[config.mk]
export PLATFORM = sky130hd
export DESIGN_NAME = weighted_history_smoother
export DESIGN_NICKNAME = d
export VERILOG_FILES = /design/src/rtl/whs_pkg.sv /design/src/rtl/weighted_history_smoother.sv /design/src/rtl/whs_datapath.sv /design/src/rtl/whs_ctrl.sv
export SDC_FILE = /design/constraint.sdc
export NUM_CORES = 2
export LEC_CHECK = 0
export BUFFER_PORTS_ARGS = -buffer_cell sky130_fd_sc_hd__buf_2
export CAP_MARGIN = 5
export CORE_UTILIZATION = 55
export DETAILED_ROUTE_END_ITERATION = 10
export GPL_TIMING_DRIVEN = 0
export PLACE_DENSITY = 0.77
export SYNTH_ARGS = -nofsm -noshare
export SYNTH_HDL_FRONTEND = slang
export SYNTH_SLANG_ARGS = --single-unit
[constraint.sdc]
create_clock -name clk_i -period 18.8 [get_ports clk_i]
set_input_delay 0.94 -clock clk_i [delete_from_list [all_inputs] [get_ports clk_i]]
set_output_delay 0.94 -clock clk_i [all_outputs]
set_load 0.01 [all_outputs]
[src/rtl/whs_pkg.sv]
`timescale 1ns / 1ps
// ----------------------------------------------------------------------------
// whs_pkg
// Shared types and constants of the weighted history smoother.
// ----------------------------------------------------------------------------
package whs_pkg;

  localparam int HistoryDepthDef = 10;

  localparam int InW    = 16;  // width of one movement delta
  localparam int OutW   = 24;  // width of one smoothed value, Q15.8
  localparam int RatioW = 16;  // weight ratio, unsigned Q0.16
  localparam int WeightW = 17; // weight, unsigned Q1.16
  localparam int QuotW  = 24;  // quotient bits of the rounding divider
  localparam int FracW  = 8;   // fractional bits of the filtered value

  localparam logic [RatioW-1:0]  RatioReset = 16'd13107;
  localparam logic [WeightW-1:0] WeightOne  = 17'h10000;
  localparam logic [OutW-1:0]    SmoothMax  = 24'h7FFFFF;

  typedef enum logic [2:0] {
    ST_IDLE,
    ST_MAC,
    ST_DIV_LOAD,
    ST_DIV_RUN,
    ST_DIV_STORE,
    ST_OUTPUT
  } whs_state_e;

  typedef struct packed {
    logic hist_load;  // shift the new item into the history
    logic mac_init;   // clear sums, restart weight at one
    logic mac_step;   // accumulate one history entry
    logic div_load;   // set up the divider for one axis
    logic div_step;   // one quotient bit
    logic div_store;  // keep the filtered value of the axis
    logic axis;       // 0: x, 1: y
    logic out_load;   // form the result and load the output register
  } whs_cmd_t;

  typedef struct packed {
    logic mac_last;
    logic div_last;
  } whs_status_t;

endpackage

[src/rtl/weighted_history_smoother.sv]
`timescale 1ns / 1ps
// ----------------------------------------------------------------------------
// weighted_history_smoother
// Geometric-weighted history average of pointer movement, two-frame mean.
// ----------------------------------------------------------------------------
// Each item (delta_x, delta_y) is shifted into a history of HISTORY_DEPTH
// entries; entry i is weighted by weight_ratio^i, the weighted mean is taken
// per axis with rounding to Q15.8, and the output is the floor mean of this
// value and the previous one. After its item is accepted, the walk reads one
// history entry per cycle, then a single shared divider produces one
// quotient bit per cycle, first for x, then for y, with one setup and one
// store step per axis, and then the result enters the output register. The
// next item is accepted in the cycle after the result enters the output
// register, even while that result still waits to be taken. A result that
// is still waiting when the next one is ready holds the block in its last
// step, and with it the input, until the waiting result is taken.
module weighted_history_smoother #(
  parameter int HISTORY_DEPTH = whs_pkg::HistoryDepthDef
) (
  input  logic                          clk_i,
  input  logic                          rst_ni,
  input  logic                          cfg_we_i,
  input  logic [whs_pkg::RatioW-1:0]    cfg_wdata_i,    // weight_ratio
  input  logic                          s_axis_tvalid,
  output logic                          s_axis_tready,
  input  logic [2*whs_pkg::InW-1:0]     s_axis_tdata,   // [15:0] delta_x, [31:16] delta_y
  output logic                          m_axis_tvalid,
  input  logic                          m_axis_tready,
  output logic [2*whs_pkg::OutW-1:0]    m_axis_tdata    // [23:0] smooth_x, [47:24] smooth_y
);
  import whs_pkg::*;

  whs_cmd_t    cmd;
  whs_status_t status;

  whs_ctrl u_ctrl (
    .clk_i     (clk_i),
    .rst_ni    (rst_ni),
    .s_valid_i (s_axis_tvalid),
    .s_ready_o (s_axis_tready),
    .m_valid_o (m_axis_tvalid),
    .m_ready_i (m_axis_tready),
    .status_i  (status),
    .cmd_o     (cmd)
  );

  whs_datapath #(
    .HISTORY_DEPTH (HISTORY_DEPTH)
  ) u_datapath (
    .clk_i       (clk_i),
    .rst_ni      (rst_ni),
    .cfg_we_i    (cfg_we_i),
    .cfg_wdata_i (cfg_wdata_i),
    .in_data_i   (s_axis_tdata),
    .cmd_i       (cmd),
    .status_o    (status),
    .out_data_o  (m_axis_tdata)
  );

  a_no_accept_while_busy: assert property (@(posedge clk_i) disable iff (!rst_ni)
    (cmd.mac_step || cmd.div_step || cmd.div_load) |-> !s_axis_tready)
    else $error("item accepted while the walk or divider is busy");

  a_no_overwrite: assert property (@(posedge clk_i) disable iff (!rst_ni)
    cmd.out_load |-> (!m_axis_tvalid || m_axis_tready))
    else $error("output register overwritten before its item was taken");

  a_one_at_a_time: assert property (@(posedge clk_i) disable iff (!rst_ni)
    (s_axis_tvalid && s_axis_tready) |=> !s_axis_tready)
    else $error("second item accepted right after the first");

  a_result_follows_load: assert property (@(posedge clk_i) disable iff (!rst_ni)
    cmd.out_load |=> m_axis_tvalid)
    else $error("loaded result not presented");

endmodule

[src/rtl/whs_datapath.sv]
`timescale 1ns / 1ps
// ----------------------------------------------------------------------------
// whs_datapath
// History line, multiply-accumulate walk, shared rounding divider and
// output register of the smoother.
// ----------------------------------------------------------------------------
module whs_datapath #(
  parameter int HISTORY_DEPTH = whs_pkg::HistoryDepthDef
) (
  input  logic                           clk_i,
  input  logic                           rst_ni,
  input  logic                           cfg_we_i,
  input  logic [whs_pkg::RatioW-1:0]     cfg_wdata_i,
  input  logic [2*whs_pkg::InW-1:0]      in_data_i,
  input  whs_pkg::whs_cmd_t              cmd_i,
  output whs_pkg::whs_status_t           status_o,
  output logic [2*whs_pkg::OutW-1:0]     out_data_o
);
  import whs_pkg::*;

  localparam int DepthLog = $clog2(HISTORY_DEPTH);
  localparam int SumW     = 33 + DepthLog;
  localparam int TotW     = WeightW + DepthLog;
  localparam int NumW     = SumW + FracW + 1;
  localparam int CmpW     = (NumW > TotW + QuotW) ? NumW : TotW + QuotW;
  localparam int CntMax   = (HISTORY_DEPTH > QuotW) ? HISTORY_DEPTH : QuotW;
  localparam int CntW     = $clog2(CntMax);

  logic [RatioW-1:0]        ratio_q;
  logic signed [InW-1:0]    hx_q [HISTORY_DEPTH];
  logic signed [InW-1:0]    hy_q [HISTORY_DEPTH];
  logic [WeightW-1:0]       w_q;
  logic signed [SumW-1:0]   sum_x_q, sum_y_q;
  logic [TotW-1:0]          total_q;
  logic [CntW-1:0]          step_q;
  logic [CmpW-1:0]          rem_q, dsh_q;
  logic [QuotW-1:0]         quot_q;
  logic                     neg_q;
  logic signed [OutW-1:0]   cur_x_q, cur_y_q, prev_x_q, prev_y_q;
  logic signed [OutW-1:0]   out_x_q, out_y_q;

  logic signed [InW+WeightW:0] prod_x, prod_y;
  logic [WeightW+RatioW-1:0]   w_prod;
  logic signed [SumW-1:0]      sum_sel;
  logic [SumW-1:0]             mag;
  logic [CmpW-1:0]             num;
  logic                        rem_ge;
  logic signed [OutW-1:0]      cur_val;
  logic signed [OutW:0]        mix_x, mix_y;

  always_ff @(posedge clk_i or negedge rst_ni) begin
    if (!rst_ni) begin
      ratio_q <= RatioReset;
    end else if (cfg_we_i) begin
      ratio_q <= cfg_wdata_i;
    end
  end

  // History line: insert at the head, rotate toward the head during the walk
  // so that the entry in use always sits at position zero.
  always_ff @(posedge clk_i or negedge rst_ni) begin
    if (!rst_ni) begin
      for (int k = 0; k < HISTORY_DEPTH; k++) begin
        hx_q[k] <= '0;
        hy_q[k] <= '0;
      end
    end else if (cmd_i.hist_load) begin
      hx_q[0] <= in_data_i[InW-1:0];
      hy_q[0] <= in_data_i[2*InW-1:InW];
      for (int k = 1; k < HISTORY_DEPTH; k++) begin
        hx_q[k] <= hx_q[k-1];
        hy_q[k] <= hy_q[k-1];
      end
    end else if (cmd_i.mac_step) begin
      for (int k = 0; k < HISTORY_DEPTH - 1; k++) begin
        hx_q[k] <= hx_q[k+1];
        hy_q[k] <= hy_q[k+1];
      end
      hx_q[HISTORY_DEPTH-1] <= hx_q[0];
      hy_q[HISTORY_DEPTH-1] <= hy_q[0];
    end
  end

  always_ff @(posedge clk_i or negedge rst_ni) begin
    if (!rst_ni) begin
      step_q <= '0;
    end else if (cmd_i.mac_init || cmd_i.div_load) begin
      step_q <= '0;
    end else if (cmd_i.mac_step || cmd_i.div_step) begin
      step_q <= step_q + 1'b1;
    end
  end

  assign status_o.mac_last = (step_q == CntW'(HISTORY_DEPTH - 1));
  assign status_o.div_last = (step_q == CntW'(QuotW - 1));

  assign prod_x = hx_q[0] * $signed({1'b0, w_q});
  assign prod_y = hy_q[0] * $signed({1'b0, w_q});
  assign w_prod = w_q * ratio_q;

  always_ff @(posedge clk_i) begin
    if (cmd_i.mac_init) begin
      w_q     <= WeightOne;
      sum_x_q <= '0;
      sum_y_q <= '0;
      total_q <= '0;
    end else if (cmd_i.mac_step) begin
      w_q     <= w_prod[WeightW+RatioW-1:RatioW];
      sum_x_q <= sum_x_q + SumW'(prod_x);
      sum_y_q <= sum_y_q + SumW'(prod_y);
      total_q <= total_q + TotW'(w_q);
    end
  end

  // Rounding divider: magnitude * 256 plus half the total, one bit a cycle.
  assign sum_sel = cmd_i.axis ? sum_y_q : sum_x_q;
  assign mag     = sum_sel[SumW-1] ? SumW'(-sum_sel) : SumW'(sum_sel);
  assign num     = CmpW'({mag, {FracW{1'b0}}}) + CmpW'(total_q >> 1);
  assign rem_ge  = (rem_q >= dsh_q);

  always_ff @(posedge clk_i) begin
    if (cmd_i.div_load) begin
      rem_q  <= num;
      dsh_q  <= CmpW'(total_q) << (QuotW - 1);
      quot_q <= '0;
      neg_q  <= sum_sel[SumW-1];
    end else if (cmd_i.div_step) begin
      if (rem_ge) begin
        rem_q <= rem_q - dsh_q;
      end
      quot_q <= {quot_q[QuotW-2:0], rem_ge};
      dsh_q  <= dsh_q >> 1;
    end
  end

  // Saturate: the quotient never exceeds 2^23, which only overflows upward.
  assign cur_val = neg_q ? -$signed(quot_q)
                         : (quot_q[QuotW-1] ? $signed(SmoothMax) : $signed(quot_q));

  always_ff @(posedge clk_i) begin
    if (cmd_i.div_store) begin
      if (cmd_i.axis) begin
        cur_y_q <= cur_val;
      end else begin
        cur_x_q <= cur_val;
      end
    end
  end

  assign mix_x = {cur_x_q[OutW-1], cur_x_q} + {prev_x_q[OutW-1], prev_x_q};
  assign mix_y = {cur_y_q[OutW-1], cur_y_q} + {prev_y_q[OutW-1], prev_y_q};

  always_ff @(posedge clk_i or negedge rst_ni) begin
    if (!rst_ni) begin
      prev_x_q <= '0;
      prev_y_q <= '0;
    end else if (cmd_i.out_load) begin
      prev_x_q <= cur_x_q;
      prev_y_q <= cur_y_q;
    end
  end

  // Halve with floor: drop the low bit of the two-frame sum.
  always_ff @(posedge clk_i) begin
    if (cmd_i.out_load) begin
      out_x_q <= mix_x[OutW:1];
      out_y_q <= mix_y[OutW:1];
    end
  end

  assign out_data_o = {out_y_q, out_x_q};

endmodule

[src/rtl/whs_ctrl.sv]
`timescale 1ns / 1ps
// ----------------------------------------------------------------------------
// whs_ctrl
// Sequencer of the smoother: input handshake, walk, divider passes for both
// axes and the output register's valid flag.
// ----------------------------------------------------------------------------
module whs_ctrl (
  input  logic                  clk_i,
  input  logic                  rst_ni,
  input  logic                  s_valid_i,
  output logic                  s_ready_o,
  output logic                  m_valid_o,
  input  logic                  m_ready_i,
  input  whs_pkg::whs_status_t  status_i,
  output whs_pkg::whs_cmd_t     cmd_o
);
  import whs_pkg::*;

  whs_state_e state_q, state_d;
  logic       axis_q, axis_d;
  logic       out_valid_q, out_valid_d;

  always_ff @(posedge clk_i or negedge rst_ni) begin
    if (!rst_ni) begin
      state_q     <= ST_IDLE;
      axis_q      <= 1'b0;
      out_valid_q <= 1'b0;
    end else begin
      state_q     <= state_d;
      axis_q      <= axis_d;
      out_valid_q <= out_valid_d;
    end
  end

  always_comb begin
    state_d   = state_q;
    axis_d    = axis_q;
    cmd_o     = '0;
    cmd_o.axis = axis_q;
    s_ready_o = 1'b0;
    unique case (state_q)
      ST_IDLE: begin
        s_ready_o = 1'b1;
        if (s_valid_i) begin
          cmd_o.hist_load = 1'b1;
          cmd_o.mac_init  = 1'b1;
          state_d         = ST_MAC;
        end
      end
      ST_MAC: begin
        cmd_o.mac_step = 1'b1;
        if (status_i.mac_last) begin
          state_d = ST_DIV_LOAD;
        end
      end
      ST_DIV_LOAD: begin
        cmd_o.div_load = 1'b1;
        state_d        = ST_DIV_RUN;
      end
      ST_DIV_RUN: begin
        cmd_o.div_step = 1'b1;
        if (status_i.div_last) begin
          state_d = ST_DIV_STORE;
        end
      end
      ST_DIV_STORE: begin
        cmd_o.div_store = 1'b1;
        if (axis_q) begin
          state_d = ST_OUTPUT;
        end else begin
          axis_d  = 1'b1;
          state_d = ST_DIV_LOAD;
        end
      end
      ST_OUTPUT: begin
        // hold until the output register is free or being emptied
        if (!out_valid_q || m_ready_i) begin
          cmd_o.out_load = 1'b1;
          axis_d         = 1'b0;
          state_d        = ST_IDLE;
        end
      end
      default: begin
        state_d = ST_IDLE;
      end
    endcase
  end

  always_comb begin
    out_valid_d = out_valid_q;
    if (cmd_o.out_load) begin
      out_valid_d = 1'b1;
    end else if (m_ready_i) begin
      out_valid_d = 1'b0;
    end
  end

  assign m_valid_o = out_valid_q;

endmodule

==> key figures <==
Run status
  • Outcome: complete, but fails checks
  • Failing checks: max-capacitance violations

Global routing
  • First-pass GRT wire length: 315 mm
  • Grt ovf: 0
  • Antenna violations before repair: 12
  • GRT Util Overall: about a third
  • Number of global-route vias before repair: 54.4k
  • Largest net degree at the start of global routing: 116

Timing
  • Slew margin rel.: less than 1%
  • Count of final setup violators: 0
  • Max Freq: 109 MHz
  • Hold Fails Final Rpt: 0
  • Setup_tns: 0 ps
  • Clock Skews: 35.5 ps
  • RSZ-0062 raised after global routing: no
  • Period utilization: 48.7%
  • Final Max Slew Viols: 0
  • Slew @ Worst Pin: 1490 ps
  • Period minus WS final: between 9000 and 10000 ps

Synthesis
  • Sequential fraction of the synthesis area: 27.5%
  • Post-Synthesis Cells: around 7.2k
  • Synth async-reset ratio: 55.0%
  • Post-synth cell types: 94
  • Most used DFF post-synth: dfrtp_1
  • Number of synthesized flops with an enable pin: between 150 and 200
  • #FFs+latches synth: 717
  • Ys Warns: 0
  • Syn Nets: 8473
  • Avg Cell Area, Syn: 9.01 µm²
  • Area of the mapped netlist: 65300 µm²

Detailed routing
  • Total number of vias: 54.5k
  • DRC violations left: 0
  • Drt first-iter violations: 5456
  • DR WL/cell: 22.7 µm
  • Antenna-violating nets left: 0
  • Routed vias/inst: 6.02
  • Final wirelength: approximately 200 mm
  • Initial DRT Pass Iterations: 6

Floorplanning
  • I/O Pins: approximately 100
  • CORE AREA: 118000 µm²
  • Initial Util: 55.3%
  • Placement Rows: 126
  • Die width: 346 µm
  • Die area: 120000 µm²
  • Die Height: between 300 and 400 µm

Critical path
  • Beginning of the critical path: u_datapath.w_q[12]
  • RR Endpoint: u_datapath.sum_y_q[35]
  • Crit end category: register
  • Crit path kind: reg -> reg
  • Worst EP required: around 19000 ps
  • CP Capture Point: u_datapath.sum_y_q[35]
  • CP startpoint kind: register
  • R2r startpoint: u_datapath.w_q[12]
  • Worst-path fanout max: 13
  • Reg-to-reg slack, setup: approximately 9600 ps
  • CP arrival: between 9000 and 10000 ps
  • Reg2Reg Depth: 25

Clock tree
  • CTS tree: done
  • # hold bufs at CTS: 0
  • Latest clock arrival within the worst-skew pair: approximately 700 ps
  • H-tree lvl count: 3
  • CTS root buffer: clkbuf_16
  • Post-cts sizing count: 0
  • Clock Tree Buf Depth: 3
  • CTS buffer count: 81
  • Setup Fix Bufs, Post-CTS: 0
  • Clock transition at path regs: 70 ps
  • Sink Count: 717

Placement
  • RePlAce Congestion: approximately 1.0
  • Post-detail-place hpwl: about 160 mm
  • I/O Buffers: 101

Final layout
  • Area added between synthesis and finish: 8.39%
  • Fillers: 10.0k
  • Fin nets: 8666
  • Layout cell share with drive strength beyond 1: 4.83%

Job
  • Max_cap viols: 1

Worst hold path
  • Hold WC Path Type: in -> async
-- cell type report --
class	count	area (µm²)	area share, %
timing repair buffer	110	706	0.998
tap	1536	1920	2.72
clock buffer	108	2260	3.20
multi-input combinational	5056	41800	59.1
antenna	11	27.5	0.0389
inverter	1081	4060	5.74
buffer	389	1470	2.08
clock inverter	41	536	0.757
sequential	717	18000	25.4
-- worst max-delay path, cell delays in order (launching register included) --
cell       delay, ps
dfxtp_1          610
clkbuf_1         980
clkbuf_1         690
nand2_1          160
fa_1             540
inv_1             50
fa_1             540
inv_1             60
fa_1             510
inv_1             60
fa_1             530
inv_1             50
fa_1             470
inv_1             50
fa_1             470
ha_1             380
a21oi_1          160
o21ai_0          140
nor2b_1          170
a2111o_1         450
a41oi_1          380
a21oi_1          150
a2111oi_1        890
o21ai_0          230
xnor2_1          220
o21ai_1           70
-- worst min path at each step --
stage | cells after the start | from | to | slack, ps
6_report | 1 | rst_ni | u_datapath.hy_q[99] | 240
5_1_grt | 1 | rst_ni | u_datapath.hy_q[99] | 320
4_1_cts | 1 | rst_ni | u_datapath.hy_q[115] | 290
3_5_place_dp | 2 | u_datapath.dsh_q[0] | u_datapath.dsh_q[0] | 450
3_3_place_gp | 2 | u_datapath.dsh_q[0] | u_datapath.dsh_q[0] | 440
2_1_floorplan | 2 | u_datapath.dsh_q[0] | u_datapath.dsh_q[0] | 420
-- synthesized netlist by cell type, drive strengths merged, types with 22 or more instances --
cell type	n	share of area (%)
fa	696	21
nand2	1355	7.8
inv	1080	6.2
a211oi	30	0.35
nor2b	22	0.21
dfxtp	159	4.9
dfrtp	386	15
or3	32	0.31
nand2b	54	0.52
o31ai	29	0.34
a31oi	30	0.29
o22ai	32	0.31
ha	481	9.2
clkbuf	363	2.1
nand4	27	0.27
xnor2	142	1.9
mux2i	60	0.92
nand3	135	1.0
a21oi	235	1.8
nor2	237	1.4
o21a	36	0.41
and2	333	3.2
buf	26	0.16
o21ai	198	1.5
xor2	92	1.2
mux2	67	1.2
a22oi	323	3.7
and3	25	0.24
a21o	84	0.97
nor3	75	0.58
edfxtp	164	7.5
-- sequential cells by signal, summed over array words and instances (netlist names), 37 cells and up --
register / cells
u_datapath.dsh_q: 44
u_datapath.hx_q: 160
u_datapath.hy_q: 160
u_datapath.rem_q: 46
u_datapath.sum_x_q: 37
u_datapath.sum_y_q: 37
-- kinds of logic after synthesis --
kind of cell,after synthesis,synth area share (%)
buffers and inverters,1470,8.47
adders and majority gates,1177,30.6
and+or+nand+nor,2372,16.5
DFF,717,27.5
AOI/OAI and AO/OA,1146,11.7
muxes,127,2.08
xor gates and xnor gates,234,3.14
-- metrics by stage --
| stage | instance area, µm² | hold slack [ps] | utilization (%) | std cells | worst slack [ps] |
|---|---|---|---|---|---|
| 2_1_floorplan | 65300 | 422 | - | 7243 | 11990 |
| 3_3_place_gp | 67700 | 435 | 57.4 | 8880 | 8840 |
| 6_report | 70700 | 245 | 60.0 | 9049 | 9640 |
| 3_5_place_dp | 67900 | 453 | 57.6 | 8888 | 9550 |
| 5_1_grt | 70700 | 324 | 60.0 | 9038 | 9410 |
| 4_1_cts | 70700 | 290 | 60.0 | 9037 | 9540 |
-- layout by cell type (no fill, tap or decap), drive strengths merged, types with 67 or more instances in the layout --
cell / n
a22oi: 323
edfxtp: 164
dfxtp: 159
inv: 1087
xor2: 92
nand2: 1355
buf: 136
fa: 696
a21o: 84
xnor2: 142
o21ai: 198
dfrtp: 386
nand3: 135
ha: 481
and2: 333
nor2: 237
clkbuf: 471
mux2: 67
nor3: 75
a21oi: 235
-- per-layer routing --
layer | global-route usage [%] | wire length (µm) | up-vias
met4 | 20.5 | 15000 | 18
met1 | 42.4 | 76200 | 26800
met3 | 7.61 | 20900 | 792
met5 | 0 | 120 | -
met2 | 54.7 | 93200 | 2991
li1 | - | - | 23900
Power is not shown: default switching activity piles up to over one toggle a cycle in this logic, so the estimate is an artifact.
